### config.mk
export PLATFORM = sky130hd
export DESIGN_NAME = gdfs_ctrl
export DESIGN_NICKNAME = d
export VERILOG_FILES = /design/src/rtl/gdfs_pkg.sv /design/src/rtl/gdfs_ctrl.sv
export SDC_FILE = /design/constraint.sdc
export NUM_CORES = 1
export LEC_CHECK = 0
export BUFFER_PORTS_ARGS = -buffer_cell sky130_fd_sc_hd__buf_2
export CORE_AREA = 4 4 41 43
export CTS_BUF_LIST = sky130_fd_sc_hd__clkbuf_16
export DETAILED_ROUTE_END_ITERATION = 6
export DIE_AREA = 0 0 45 47
export HOLD_SLACK_MARGIN = 0.03
export PLACE_DENSITY_LB_ADDON = 0.08
export SLEW_MARGIN = 30
export SYNTH_ARGS = -nofsm -noshare
export SYNTH_HDL_FRONTEND = slang
export SYNTH_SLANG_ARGS = --single-unit
export TNS_END_PERCENT = 50
### constraint.sdc
create_clock -name clock -period 1.69 [get_ports clock]
set_input_delay 0.4225 -clock clock [delete_from_list [all_inputs] [get_ports clock]]
set_output_delay 0.4225 -clock clock [all_outputs]
set_load 0.01 [all_outputs]
### src/rtl/gdfs_pkg.sv
// ----------------------------------------------------------------------------
// gdfs_pkg: shared types and constants
// Sizes, status codes, controller states and the control/status bundles.
// ----------------------------------------------------------------------------
package gdfs_pkg;

   localparam int MaxVertices = 64;
   localparam int MaxArcs     = 1024;
   localparam int VtxW        = 6;
   localparam int ArcW        = 11;   // holds MaxArcs as the end-of-list marker
   localparam int AdrW        = 10;
   localparam int CntW        = 7;

   localparam logic [ArcW-1:0] NoArc = ArcW'(MaxArcs);

   typedef enum logic [2:0] {
      ST_ADDED   = 3'd0,
      ST_PRESENT = 3'd1,
      ST_FULL    = 3'd2,
      ST_RANGE   = 3'd3,
      ST_RECORD  = 3'd4
   } status_type;

   typedef enum logic [3:0] {
      S_IDLE,
      S_CLEAR,
      S_INS_HEAD,
      S_INS_WALK,
      S_INS_WAIT,
      S_INS_DONE,
      S_ROOT,
      S_ROOT_LD,
      S_TOP,
      S_ARC_WAIT,
      S_ARC,
      S_EMIT_RD,
      S_EMIT
   } state_type;

   typedef struct packed {
      logic ins_init;     // latch request, read list head of source
      logic ins_head;     // load walk pointer from list head read
      logic ins_step;     // issue read of arc at walk pointer
      logic ins_adv;      // follow link after read data is back
      logic ins_add;      // append arc
      logic ins_resp;     // emit insert result
      logic clr;          // clear seen flag at scan index, advance scan
      logic scan_rst;     // reset scan index
      logic root_try;     // examine scan vertex as root, read its list head
      logic cur_load;     // load top cursor from list head read
      logic top_rd;       // read arc at cursor of top frame
      logic head_tgt;     // read list head of arc target
      logic arc_do;       // act on arc read data
      logic pop;          // finish top frame
      logic emit_rd;      // read result arrays at scan index
      logic emit;         // emit record
   } cmd_type;

   typedef struct packed {
      logic in_range;
      logic walk_end;     // walk pointer is end-of-list
      logic hit;          // arc read data target matches
      logic present;      // walk found the arc
      logic full;
      logic scan_end;     // scan index reached vertex count
      logic scan_seen;
      logic stack_empty;
      logic top_end;      // top frame cursor is end-of-list
      logic scan_last;
   } sts_type;

endpackage

### src/rtl/gdfs_ctrl.sv
// ----------------------------------------------------------------------------
// gdfs_ctrl: sequencing controller
// Steps the insert list walk and the depth-first search over the datapath.
// ----------------------------------------------------------------------------
module gdfs_ctrl
   import gdfs_pkg::*;
(
   input  logic    clock,
   input  logic    reset,
   input  logic    start,
   input  logic    req_op,
   input  sts_type sts,
   output logic    busy,
   output cmd_type cmd
);

   state_type state_ff, state_in;

   always_ff @(posedge clock) begin
      if (reset) begin
         state_ff <= S_IDLE;
      end else begin
         state_ff <= state_in;
      end
   end

   always_comb begin
      state_in = state_ff;
      unique case (state_ff)
         S_IDLE: begin
            if (start) begin
               state_in = req_op ? S_CLEAR : S_INS_HEAD;
            end
         end
         S_INS_HEAD: state_in = S_INS_WALK;
         S_INS_WALK: begin
            if (!sts.in_range || sts.walk_end) begin
               state_in = S_INS_DONE;
            end else begin
               state_in = S_INS_WAIT;
            end
         end
         S_INS_WAIT: state_in = sts.hit ? S_INS_DONE : S_INS_WALK;
         S_INS_DONE: state_in = S_IDLE;
         S_CLEAR: begin
            if (sts.scan_end) begin
               state_in = S_ROOT;
            end
         end
         S_ROOT: begin
            if (sts.scan_end) begin
               state_in = S_EMIT_RD;
            end else if (!sts.scan_seen) begin
               state_in = S_ROOT_LD;
            end
         end
         S_ROOT_LD: state_in = S_TOP;
         S_TOP: begin
            if (sts.stack_empty) begin
               state_in = S_ROOT;
            end else if (!sts.top_end) begin
               state_in = S_ARC_WAIT;
            end
         end
         S_ARC_WAIT: state_in = S_ARC;
         S_ARC:      state_in = S_TOP;
         S_EMIT_RD:  state_in = S_EMIT;
         S_EMIT:     state_in = sts.scan_last ? S_IDLE : S_EMIT_RD;
         default:    state_in = S_IDLE;
      endcase
   end

   always_comb begin
      cmd  = '0;
      busy = (state_ff != S_IDLE);
      unique case (state_ff)
         S_IDLE: begin
            cmd.ins_init = start;
            cmd.scan_rst = start;
         end
         S_INS_HEAD: cmd.ins_head = 1'b1;
         S_INS_WALK: cmd.ins_step = sts.in_range && !sts.walk_end;
         S_INS_WAIT: cmd.ins_adv = 1'b1;
         S_INS_DONE: begin
            cmd.ins_resp = 1'b1;
            cmd.ins_add  = sts.in_range && !sts.present && !sts.full;
         end
         S_CLEAR: begin
            cmd.clr      = !sts.scan_end;
            cmd.scan_rst = sts.scan_end;
         end
         S_ROOT: begin
            cmd.root_try = !sts.scan_end;
            cmd.scan_rst = sts.scan_end;
         end
         S_ROOT_LD: cmd.cur_load = 1'b1;
         S_TOP: begin
            cmd.top_rd = !sts.stack_empty && !sts.top_end;
            cmd.pop    = !sts.stack_empty && sts.top_end;
         end
         S_ARC_WAIT: cmd.head_tgt = 1'b1;
         S_ARC:      cmd.arc_do   = 1'b1;
         S_EMIT_RD:  cmd.emit_rd  = 1'b1;
         S_EMIT:     cmd.emit     = 1'b1;
         default: ;
      endcase
   end

endmodule

==> impl_metrics.yaml, run 1 <==
outcome:
  status: "finished with violations"
  violations: "setup timing"
sta:
  tightest_slew_ns: 0.339
  fin_crit_ns: 1.69
  fin_worst_skew_ns: 0.000245
  grt_setup_unrepaired: "yes"
  fmax_mhz: 591
  setup_ws_ns: -0.00272
  hold_viol: 0
  fin_crit_sh_pct: 100
  max-slew-margin-rel_pct: 76.8
  drv_slew: 0
  hold_slack_ns: 0.443
  setup_violations: 1
die:
  core_um2: 1300
  placementRows: 13
  fp.dieArea_um2: 2120
  die_w_um: 45
  ios: 31
  die_h_um: 47
  start_util_pct: 40.3
power:
  irDropWorstVdd_mv: 0.822
  p_per_area_nw_per_um2: 1470
  p_leak_nw: 0.467
worst_setup_path:
  arrival_ns: 1.27
  crit_required_ns: 1.27
  worstSetupPathType: "flop to output port"
  crit_path_start_kind: "flop"
  end_kind: "output port"
  crit_fanout: 6
worst_hold_path:
  hp-class: "input port to flop"
place:
  hpwl_mm: 1.33
  place_ws_ns: 0.0221
  placed_cells: 128
  place_area_um2: 741
  gp_congestion: 0.869
  io_buffers: 30
global_route:
  gr-total-overflow: 0
  antenna_found_initial: 0
  grt_max_degree: 11
  grt_pass1_wl_mm: 2.77
  grt_pass1_vias: 634
  grt_util_all_layers_pct: 17.5
finish:
  final_core_util_pct: 71.9
  regMostFlops: "state_ff"
  fillers: 108
  diodes: 0
  nNetsFinal: 138
  stdcell_count: 137
  stdcell_area_um2: 936
  area_growth_pct: 78.5
  largest_reg_flops: 4
  top_regs: "state_ff x4"
  drive_above_1_share_pct: 51.6
run:
  cap_violations: 0
drt:
  viasPerCell: 5.53
  drt_wl_total_mm: 1.82
  vias: 758
  first_iter_violations: 33
  drtPass1Iterations: 4
  drc: 0
  final_antenna_net_count: 0
  wl_per_cell_um: 13.3
synth:
  synth_mux_area_share_pct: 4.06
  ys_async_sr_fraction_pct: 0
  synth-edff-count: 0
  syn-cell-area_um2: 524
  yosysWarnings: 0
  synth.distinct_cells: 33
  yosys.area_share.simple_pct: 41.1
  synth_xor_area_share_pct: 0
  syn-num-nets: 94
  synth_ff_type: "dfxtp_1"
  synth.yosys.seq_area_share_pct: 15.3
  synth_top_family_by_area: "simple AND/OR/NAND/NOR gates"
  synth_compound_area_share_pct: 27.9
  avgSynthCellArea_um2: 6.55
  yosys_register_bits: 4
  synthAdderAreaFrac_pct: 0
  syn_inst: 80
clock_network:
  clockRootBuffer: "clkbuf_16"
  cts_tree: "yes"
  numClockSinks: 4
  cts-htree-levels: 1
  clk_pin_slew_ns: 0.03
  numCtsBuffers: 3
  clk_latency_ns: 0.23
  clock_path_buffers: 2
worst max-delay path, stage by stage (launching register included):
cell	delay, ns
dfxtp_4	0.35
nand2b_1	0.15
or3_4	0.37
inv_1	0.05
buf_2	0.12
through the flow:
step	power, mW	TNS, ns
global route	1.44	-0.149
CTS	1.30	0
global placement	0.816	0
floorplan	0.586	0
detailed placement	0.821	0
finish	1.37	-0.00272
report_power, final:
part           switching [mW]  internal (mW)
Clock                  0.0698          0.303
Sequential             0.0673          0.143
Combinational           0.386          0.404
Total                   0.523          0.849
logic make-up after synthesis:
family                 after synthesis
flip-flops                           4
buffers and inverters               14
AO/OA/AOI/OAI                       21
multiplexers                         2
AND/OR/NAND/NOR                     39
path summary, 6_finish.rpt:
check	from	to	slack, ns	cells after the start
min reg2reg	state_ff[0]	state_ff[0]	0.70	3
max reg2reg	state_ff[3]	state_ff[1]	0.17	5
max	state_ff[3]	cmd[7]	-0.003	4
min	reset	state_ff[3]	0.44	2
layer usage:
metal	global-route usage, %	up-vias	share of wire, %	wire length (µm)
met2	30.2	39	46	830
met4	5.26	0	0.44	8
met3	2.30	2	7.7	140
li1	-	379	-	-
met5	0	-	0	0
met1	22.5	338	46	838
layout make-up:
cell class,count,area [µm²],area share (%)
Clock buffer,3,75.1,8.02
Inverter,9,33.8,3.61
Multi-Input combinational cell,62,450,48.1
Sequential cell,4,95.1,10.2
Tap cell,15,18.8,2.01
Timing Repair Buffer,44,263,28.1
cell usage in the layout, fill, tap and decap left out, types with 2 or more instances in the layout:
| cell | netlist | layout |
|---|---|---|
| a21oi_1 | 3 | 3 |
| o21ai_0 | 2 | 2 |
| dfxtp_4 | 0 | 4 |
| o32ai_1 | 2 | 2 |
| nor3_1 | 7 | 6 |
| inv_2 | 2 | 2 |
| o22ai_1 | 2 | 2 |
| a31oi_1 | 3 | 3 |
| nor2_1 | 10 | 9 |
| clkbuf_16 | 0 | 3 |
| nand2_1 | 4 | 4 |
| buf_2 | 4 | 30 |
| o21ai_1 | 3 | 3 |
| and3_1 | 3 | 3 |
| buf_4 | 1 | 12 |
| nor2b_1 | 4 | 4 |
| nand2b_4 | 0 | 2 |
| inv_1 | 7 | 7 |
| buf_6 | 0 | 2 |
synthesized netlist by cell type (2+ instances only):
| library cell | count | area, µm² |
|---|---|---|
| nor2b_1 | 4 | 25.0 |
| o22ai_1 | 2 | 12.5 |
| nor4_1 | 2 | 12.5 |
| nor2_1 | 10 | 37.5 |
| o21ai_1 | 3 | 15.0 |
| inv_1 | 7 | 26.3 |
| a21oi_1 | 3 | 15.0 |
| a31oi_1 | 3 | 18.8 |
| dfxtp_1 | 4 | 80.1 |
| o21ai_0 | 2 | 10.0 |
| nor3_1 | 7 | 35.0 |
| buf_2 | 4 | 20.0 |
| and3_1 | 3 | 18.8 |
| o32ai_1 | 2 | 17.5 |
| nand2_1 | 4 | 15.0 |
| nand2b_1 | 2 | 12.5 |
| inv_2 | 2 | 7.51 |
timing repair:
action	4_1_cts	5_1_grt
hold buffers	0	0
gates resized for setup	16	4
setup endpoints to repair	12	7
buffers inserted	4	2
pin swaps	1	2
cloned	0	0
Power figures use the tool's default switching activity.
==> run 2: changes to the inputs <==
--- a/config.mk
+++ b/config.mk
@@ -6,10 +6,12 @@
 export NUM_CORES = 1
 export LEC_CHECK = 0
 export BUFFER_PORTS_ARGS = -buffer_cell sky130_fd_sc_hd__buf_2
-export CORE_AREA = 4 4 41 43
+export CELL_PAD_IN_SITES_DETAIL_PLACEMENT = 0
+export CELL_PAD_IN_SITES_GLOBAL_PLACEMENT = 1
+export CORE_MARGIN = 4
+export CORE_UTILIZATION = 27
 export CTS_BUF_LIST = sky130_fd_sc_hd__clkbuf_16
 export DETAILED_ROUTE_END_ITERATION = 6
-export DIE_AREA = 0 0 45 47
 export HOLD_SLACK_MARGIN = 0.03
 export PLACE_DENSITY_LB_ADDON = 0.08
 export SLEW_MARGIN = 30
==> impl_metrics.yaml, run 2 (synthesis results as in run 1) <==
die:
  die_h_um: 52.1
  fp.dieArea_um2: 2710
  die_w_um: 52.1
  core_um2: 1780
  start_util_pct: 29.4
  ios: 31
  placementRows: 15
finish:
  area_growth_pct: 86.9
  nNetsFinal: 138
  stdcell_area_um2: 980
  final_common_cell: "buf_2"
  diodes: 0
  stdcell_count: 147
  drive_above_1_share_pct: 56.6
  top_regs: "state_ff x4"
  mostFrequentLayoutCells: "28 x buf_2, 13 x buf_4, 9 x nor2_1, 6 x inv_1, 5 x nor3_1"
  regMostFlops: "state_ff"
  largest_reg_flops: 4
worst_setup_path:
  path_depth: 5
  r2r_start: "state_ff[1]"
  critPathTopFamily: "simple AND/OR/NAND/NOR gates"
  arrival_ns: 1.27
  max_stage_delay_ns: 0.38
  r2r_end: "state_ff[0]"
  crit_fanout: 7
  r2r_cells: 5
  endpoint: "cmd[7]"
  path_cells: "buf_6 > nand2b_4 > or3_4 > inv_2 > buf_6"
  cpMaxStageDelayCell: "dfxtp_4"
  worstSetupPathType: "flop to output port"
  crit_buf_inv: 3
  end_kind: "output port"
  crit_path_start_kind: "flop"
  regToRegSetupSlack_ns: 0.13
  crit_required_ns: 1.27
  crit_path_frequent_cell: "buf_6"
  cp-startpoint: "state_ff[2]"
drt:
  vias: 773
  drt_wl_total_mm: 1.99
  drtPass1Iterations: 4
  first_iter_violations: 26
  drc: 0
  final_antenna_net_count: 0
  viasPerCell: 5.26
  wl_per_cell_um: 13.5
sta:
  fin_crit_sh_pct: 100
  fmax_mhz: 589
  fin_crit_ns: 1.70
  setup_ws_ns: -0.00662
  fin_worst_skew_ns: 0.00218
  drv_slew: 0
  hold_slack_ns: 0.419
  hold_viol: 0
  tightest_slew_ns: 0.399
  grt_setup_unrepaired: "yes"
  setup_violations: 1
  max-slew-margin-rel_pct: 72.7
place:
  hpwl_mm: 1.49
  placed_cells: 140
  io_buffers: 30
  gp_congestion: 0.837
  place_ws_ns: 0.0649
  place_area_um2: 768
global_route:
  grt_pass1_vias: 727
  gr-total-overflow: 0
  grt_util_all_layers_pct: 14.9
  antenna_found_initial: 0
  grt_max_degree: 10
  grt_pass1_wl_mm: 3.11
power:
  p_per_area_nw_per_um2: 1380
  irDropWorstVdd_mv: 0.704
  p_leak_nw: 0.469
clock_network:
  cts-htree-levels: 1
  cts_tree: "yes"
  cts_hold_buf: 0
  clockRootBuffer: "clkbuf_16"
  clk_pin_slew_ns: 0.03
  clock_path_buffers: 2
  numCtsBuffers: 3
  clk_latency_ns: 0.22
  numClockSinks: 4
outcome:
  status: "finished with violations"
  violations: "setup timing"
run:
  cap_violations: 0
worst_hold_path:
  hp-class: "input port to flop"
==> run 2: per-stage QoR <==
stage / setup TNS (ns) / power [mW] / util (%)
CTS: -0.0497 / 1.25 / 49.4
global route: -0.211 / 1.45 / 54.9
detailed placement: 0 / 0.857 / 43.1
floorplan: 0 / 0.586 / -
global placement: 0 / 0.865 / 43.1
finish: -0.00662 / 1.36 / 54.9
==> run 2: repair_timing <==
item                                    in CTS  in global routing
resized for setup                            8                 18
setup buffers                                2                  2
endpoints found under the setup margin       8                  8
pin swaps                                    2                  1
==> run 2: per-layer routing <==
metal | up-vias | global-route usage (%) | wire length, µm
li1 | 377 | - | -
met1 | 357 | 17.0 | 841
met2 | 35 | 27.8 | 1020
met3 | 4 | 1.72 | 107
met4 | 0 | 5.68 | 18
met5 | - | 0 | 0
==> run 2: worst register-to-register path: stages, from the launching register on <==
cell,delay [ns]
dfxtp_4,0.38
buf_4,0.18
mux2_2,0.36
a21oi_1,0.22
o2111ai_2,0.17
o2bb2ai_1,0.17
==> run 2: cell type report <==
type	count	area, µm²
clock buffer	3	75.1
tap	25	31.3
inverter	9	33.8
timing repair buffer	44	272
fill	177	803
sequential	4	95.1
multi-input combinational	62	473
==> run 2: worst min path at each step <==
stage          start     endpoint  slack [ns]  cells past startpoint
2_1_floorplan  reset  state_ff[3]        0.49                      1
3_3_place_gp   reset  state_ff[3]        0.66                      2
3_5_place_dp   reset  state_ff[3]        0.65                      2
4_1_cts        reset  state_ff[3]        0.42                      2
5_1_grt        reset  state_ff[3]        0.44                      2
6_report       reset  state_ff[3]        0.42                      2
==> run 2: report_power, final <==
group	internal, mW	total (mW)	switching, mW
combinational	0.381	0.783	0.401
sequential	0.143	0.213	0.0703
clock	0.302	0.361	0.0591
==> run 3: changes to the inputs <==
--- a/config.mk
+++ b/config.mk
@@ -5,13 +5,14 @@
 export SDC_FILE = /design/constraint.sdc
 export NUM_CORES = 1
 export LEC_CHECK = 0
-export BUFFER_PORTS_ARGS = -buffer_cell sky130_fd_sc_hd__buf_2
+export ABC_AREA = 1
 export CELL_PAD_IN_SITES_DETAIL_PLACEMENT = 0
 export CELL_PAD_IN_SITES_GLOBAL_PLACEMENT = 1
 export CORE_MARGIN = 4
-export CORE_UTILIZATION = 27
+export CORE_UTILIZATION = 34
 export CTS_BUF_LIST = sky130_fd_sc_hd__clkbuf_16
 export DETAILED_ROUTE_END_ITERATION = 6
+export DONT_BUFFER_PORTS = 1
 export HOLD_SLACK_MARGIN = 0.03
 export PLACE_DENSITY_LB_ADDON = 0.08
 export SLEW_MARGIN = 30
==> impl_metrics.yaml, run 3 <==
synth:
  synth_area_leaders: "nor2_1 17%, dfxtp_1 17%, nand2_1 16%"
  syn_inst: 95
  synth_most_common_cell: "nor2_1"
  synth.distinct_cells: 17
  synthTopCellsByCount: "22 x nor2_1, 20 x nand2_1, 18 x inv_1"
  synthAdderAreaFrac_pct: 0
  yosys.area_share.simple_pct: 59.9
  synth_top_family_by_area: "simple AND/OR/NAND/NOR gates"
  yosys_register_bits: 4
  synth-edff-count: 0
  synth_top_area_share_pct: 17.3
  synth.yosys.seq_area_share_pct: 16.8
  synth_xor_area_share_pct: 0
  syn-cell-area_um2: 478
  syn-num-nets: 109
  yosysWarnings: 0
  synth_mux_area_share_pct: 0
  avgSynthCellArea_um2: 5.03
  synth_top_cell_by_area: "nor2_1"
  synth_compound_area_share_pct: 7.59
  ys_async_sr_fraction_pct: 0
  synth_ff_type: "dfxtp_1"
global_route:
  antenna_found_initial: 0
  grt_pass1_wl_mm: 2.35
  grt_pass1_vias: 551
  gr-total-overflow: 0
  grt_util_all_layers_pct: 15.9
  grt_max_degree: 8
die:
  die_w_um: 45.5
  start_util_pct: 36.3
  core_um2: 1320
  ios: 31
  fp.dieArea_um2: 2070
  placementRows: 13
  die_h_um: 45.5
drt:
  drc: 0
  final_antenna_net_count: 0
  drtPass1Iterations: 4
  wl_per_cell_um: 12.7
  first_iter_violations: 23
  vias: 574
  drt_wl_total_mm: 1.47
  viasPerCell: 4.95
power:
  power_frac_clock_pct: 35.7
  p_sw_uw: 462
  switching_share_pct: 44.0
  power_frac_comb_pct: 47.7
  p_leak_nw: 0.345
  irDropWorstVdd_mv: 0.753
  p_per_area_nw_per_um2: 1650
  internal_power_uw: 589
  sequentialPowerShare_pct: 16.6
finish:
  stdcell_count: 116
  regMostFlops: "state_ff"
  fillers: 144
  top_regs: "state_ff x4"
  final_common_cell: "nand2_1"
  nNetsFinal: 117
  largest_reg_flops: 4
  mostFrequentLayoutCells: "20 x nand2_1, 19 x nor2_1, 18 x inv_1, 7 x nand3_1, 6 x nor2_2"
  diodes: 0
  drive_above_1_share_pct: 26.7
  area_growth_pct: 33.2
place:
  gp_congestion: 0.816
  placed_cells: 112
  io_buffers: 0
  hpwl_mm: 1.19
sta:
  drv_slew: 0
  hold_viol: 0
  tightest_slew_ns: 0.443
  fin_crit_ns: 1.64
  fin_worst_skew_ns: 0.000203
  fmax_mhz: 609
  setup_violations: 0
  grt_setup_unrepaired: "yes"
  max-slew-margin-rel_pct: 70.3
  hold_slack_ns: 0.258
  fin_crit_sh_pct: 97.1
worst_hold_path:
  hp-class: "input port to flop"
  min_to: "state_ff[0]"
  hold_path_startpoint: "reset"
  holdPathStages: 1
worst_setup_path:
  crit_fanout: 4
  crit_required_ns: 1.27
  end_kind: "output port"
  r2r_cells: 7
  worstSetupPathType: "flop to output port"
  r2r_end: "state_ff[1]"
  crit_path_start_kind: "flop"
  regToRegSetupSlack_ns: 0.38
  arrival_ns: 1.22
  r2r_start: "state_ff[0]"
clock_network:
  cts_hold_buf: 0
  cts_tree: "yes"
  cts-htree-levels: 1
  numCtsBuffers: 3
  clock_path_buffers: 2
  numClockSinks: 4
  clockRootBuffer: "clkbuf_16"
  clk_pin_slew_ns: 0.03
  clk_latency_ns: 0.23
outcome:
  status: "completed"
run:
  cap_violations: 0
## run 3: metal layers
metal | global-route usage [%] | vias to the layer above | routed length, µm
met5 | 0 | - | 0
met4 | 8.77 | 0 | 27
met3 | 3.56 | 3 | 101
met2 | 27.0 | 19 | 757
met1 | 18.1 | 250 | 586
li1 | - | 302 | -
## run 3: worst max-delay path by stage
stage           startpoint       to  cells past startpoint
5_1_grt        state_ff[0]  cmd[15]                      5
2_1_floorplan  state_ff[2]  cmd[11]                      4
3_5_place_dp   state_ff[0]   cmd[8]                      5
4_1_cts        state_ff[3]  cmd[11]                      6
3_3_place_gp   state_ff[0]   cmd[8]                      5
6_report       state_ff[0]   cmd[8]                      5
## run 3: logic make-up after synthesis
group                  Yosys count
AOI/OAI and AO/OA                7
and+or+nand+nor                 64
buffers and inverters           20
DFF                              4
## run 3: per-stage QoR
step	area (µm²)	util, %	setup TNS (ns)	power, mW	setup WS (ns)
floorplan	478	-	0	0.535	0.137
global placement	512	38.8	0	0.639	0.151
detailed placement	512	38.8	0	0.626	0.158
CTS	623	47.3	0	1.04	0.0105
global route	637	48.3	-0.0839	1.13	-0.0440
finish	637	48.3	0	1.05	0.0489
## run 3: layout make-up
cell class / count / area [µm²] / share of cell area, %
clock buffer: 3 / 75.1 / 11.8
inverter: 20 / 77.6 / 12.2
sequential: 4 / 85.1 / 13.4
timing repair buffer: 3 / 22.5 / 3.54
tap: 15 / 18.8 / 2.95
multi-input combinational: 71 / 358 / 56.2
## run 3: power groups by stage
| stage | logic, mW | registers, mW | clock network, mW |
|---|---|---|---|
| CTS | 0.489 | 0.171 | 0.376 |
| global placement | 0.470 | 0.169 | 0 |
| detailed placement | 0.460 | 0.166 | 0 |
| floorplan | 0.376 | 0.159 | 0 |
| global route | 0.569 | 0.182 | 0.383 |
| finish | 0.501 | 0.174 | 0.375 |
## run 3: critical path, cell delays in order (launching register included)
cell and delay [ns]:
dfxtp_2 0.33, inv_1 0.11, nand2_2 0.09, nor2_2 0.14, inv_1 0.11, o22ai_2 0.21
## run 3: what timing repair did
action / in CTS / in global routing
setup buffers: 1 / 0
setup endpoints to repair: 5 / 6
hold endpoints to repair: 0 / 0
resized for setup: 9 / 4
pin swaps: 2 / 1
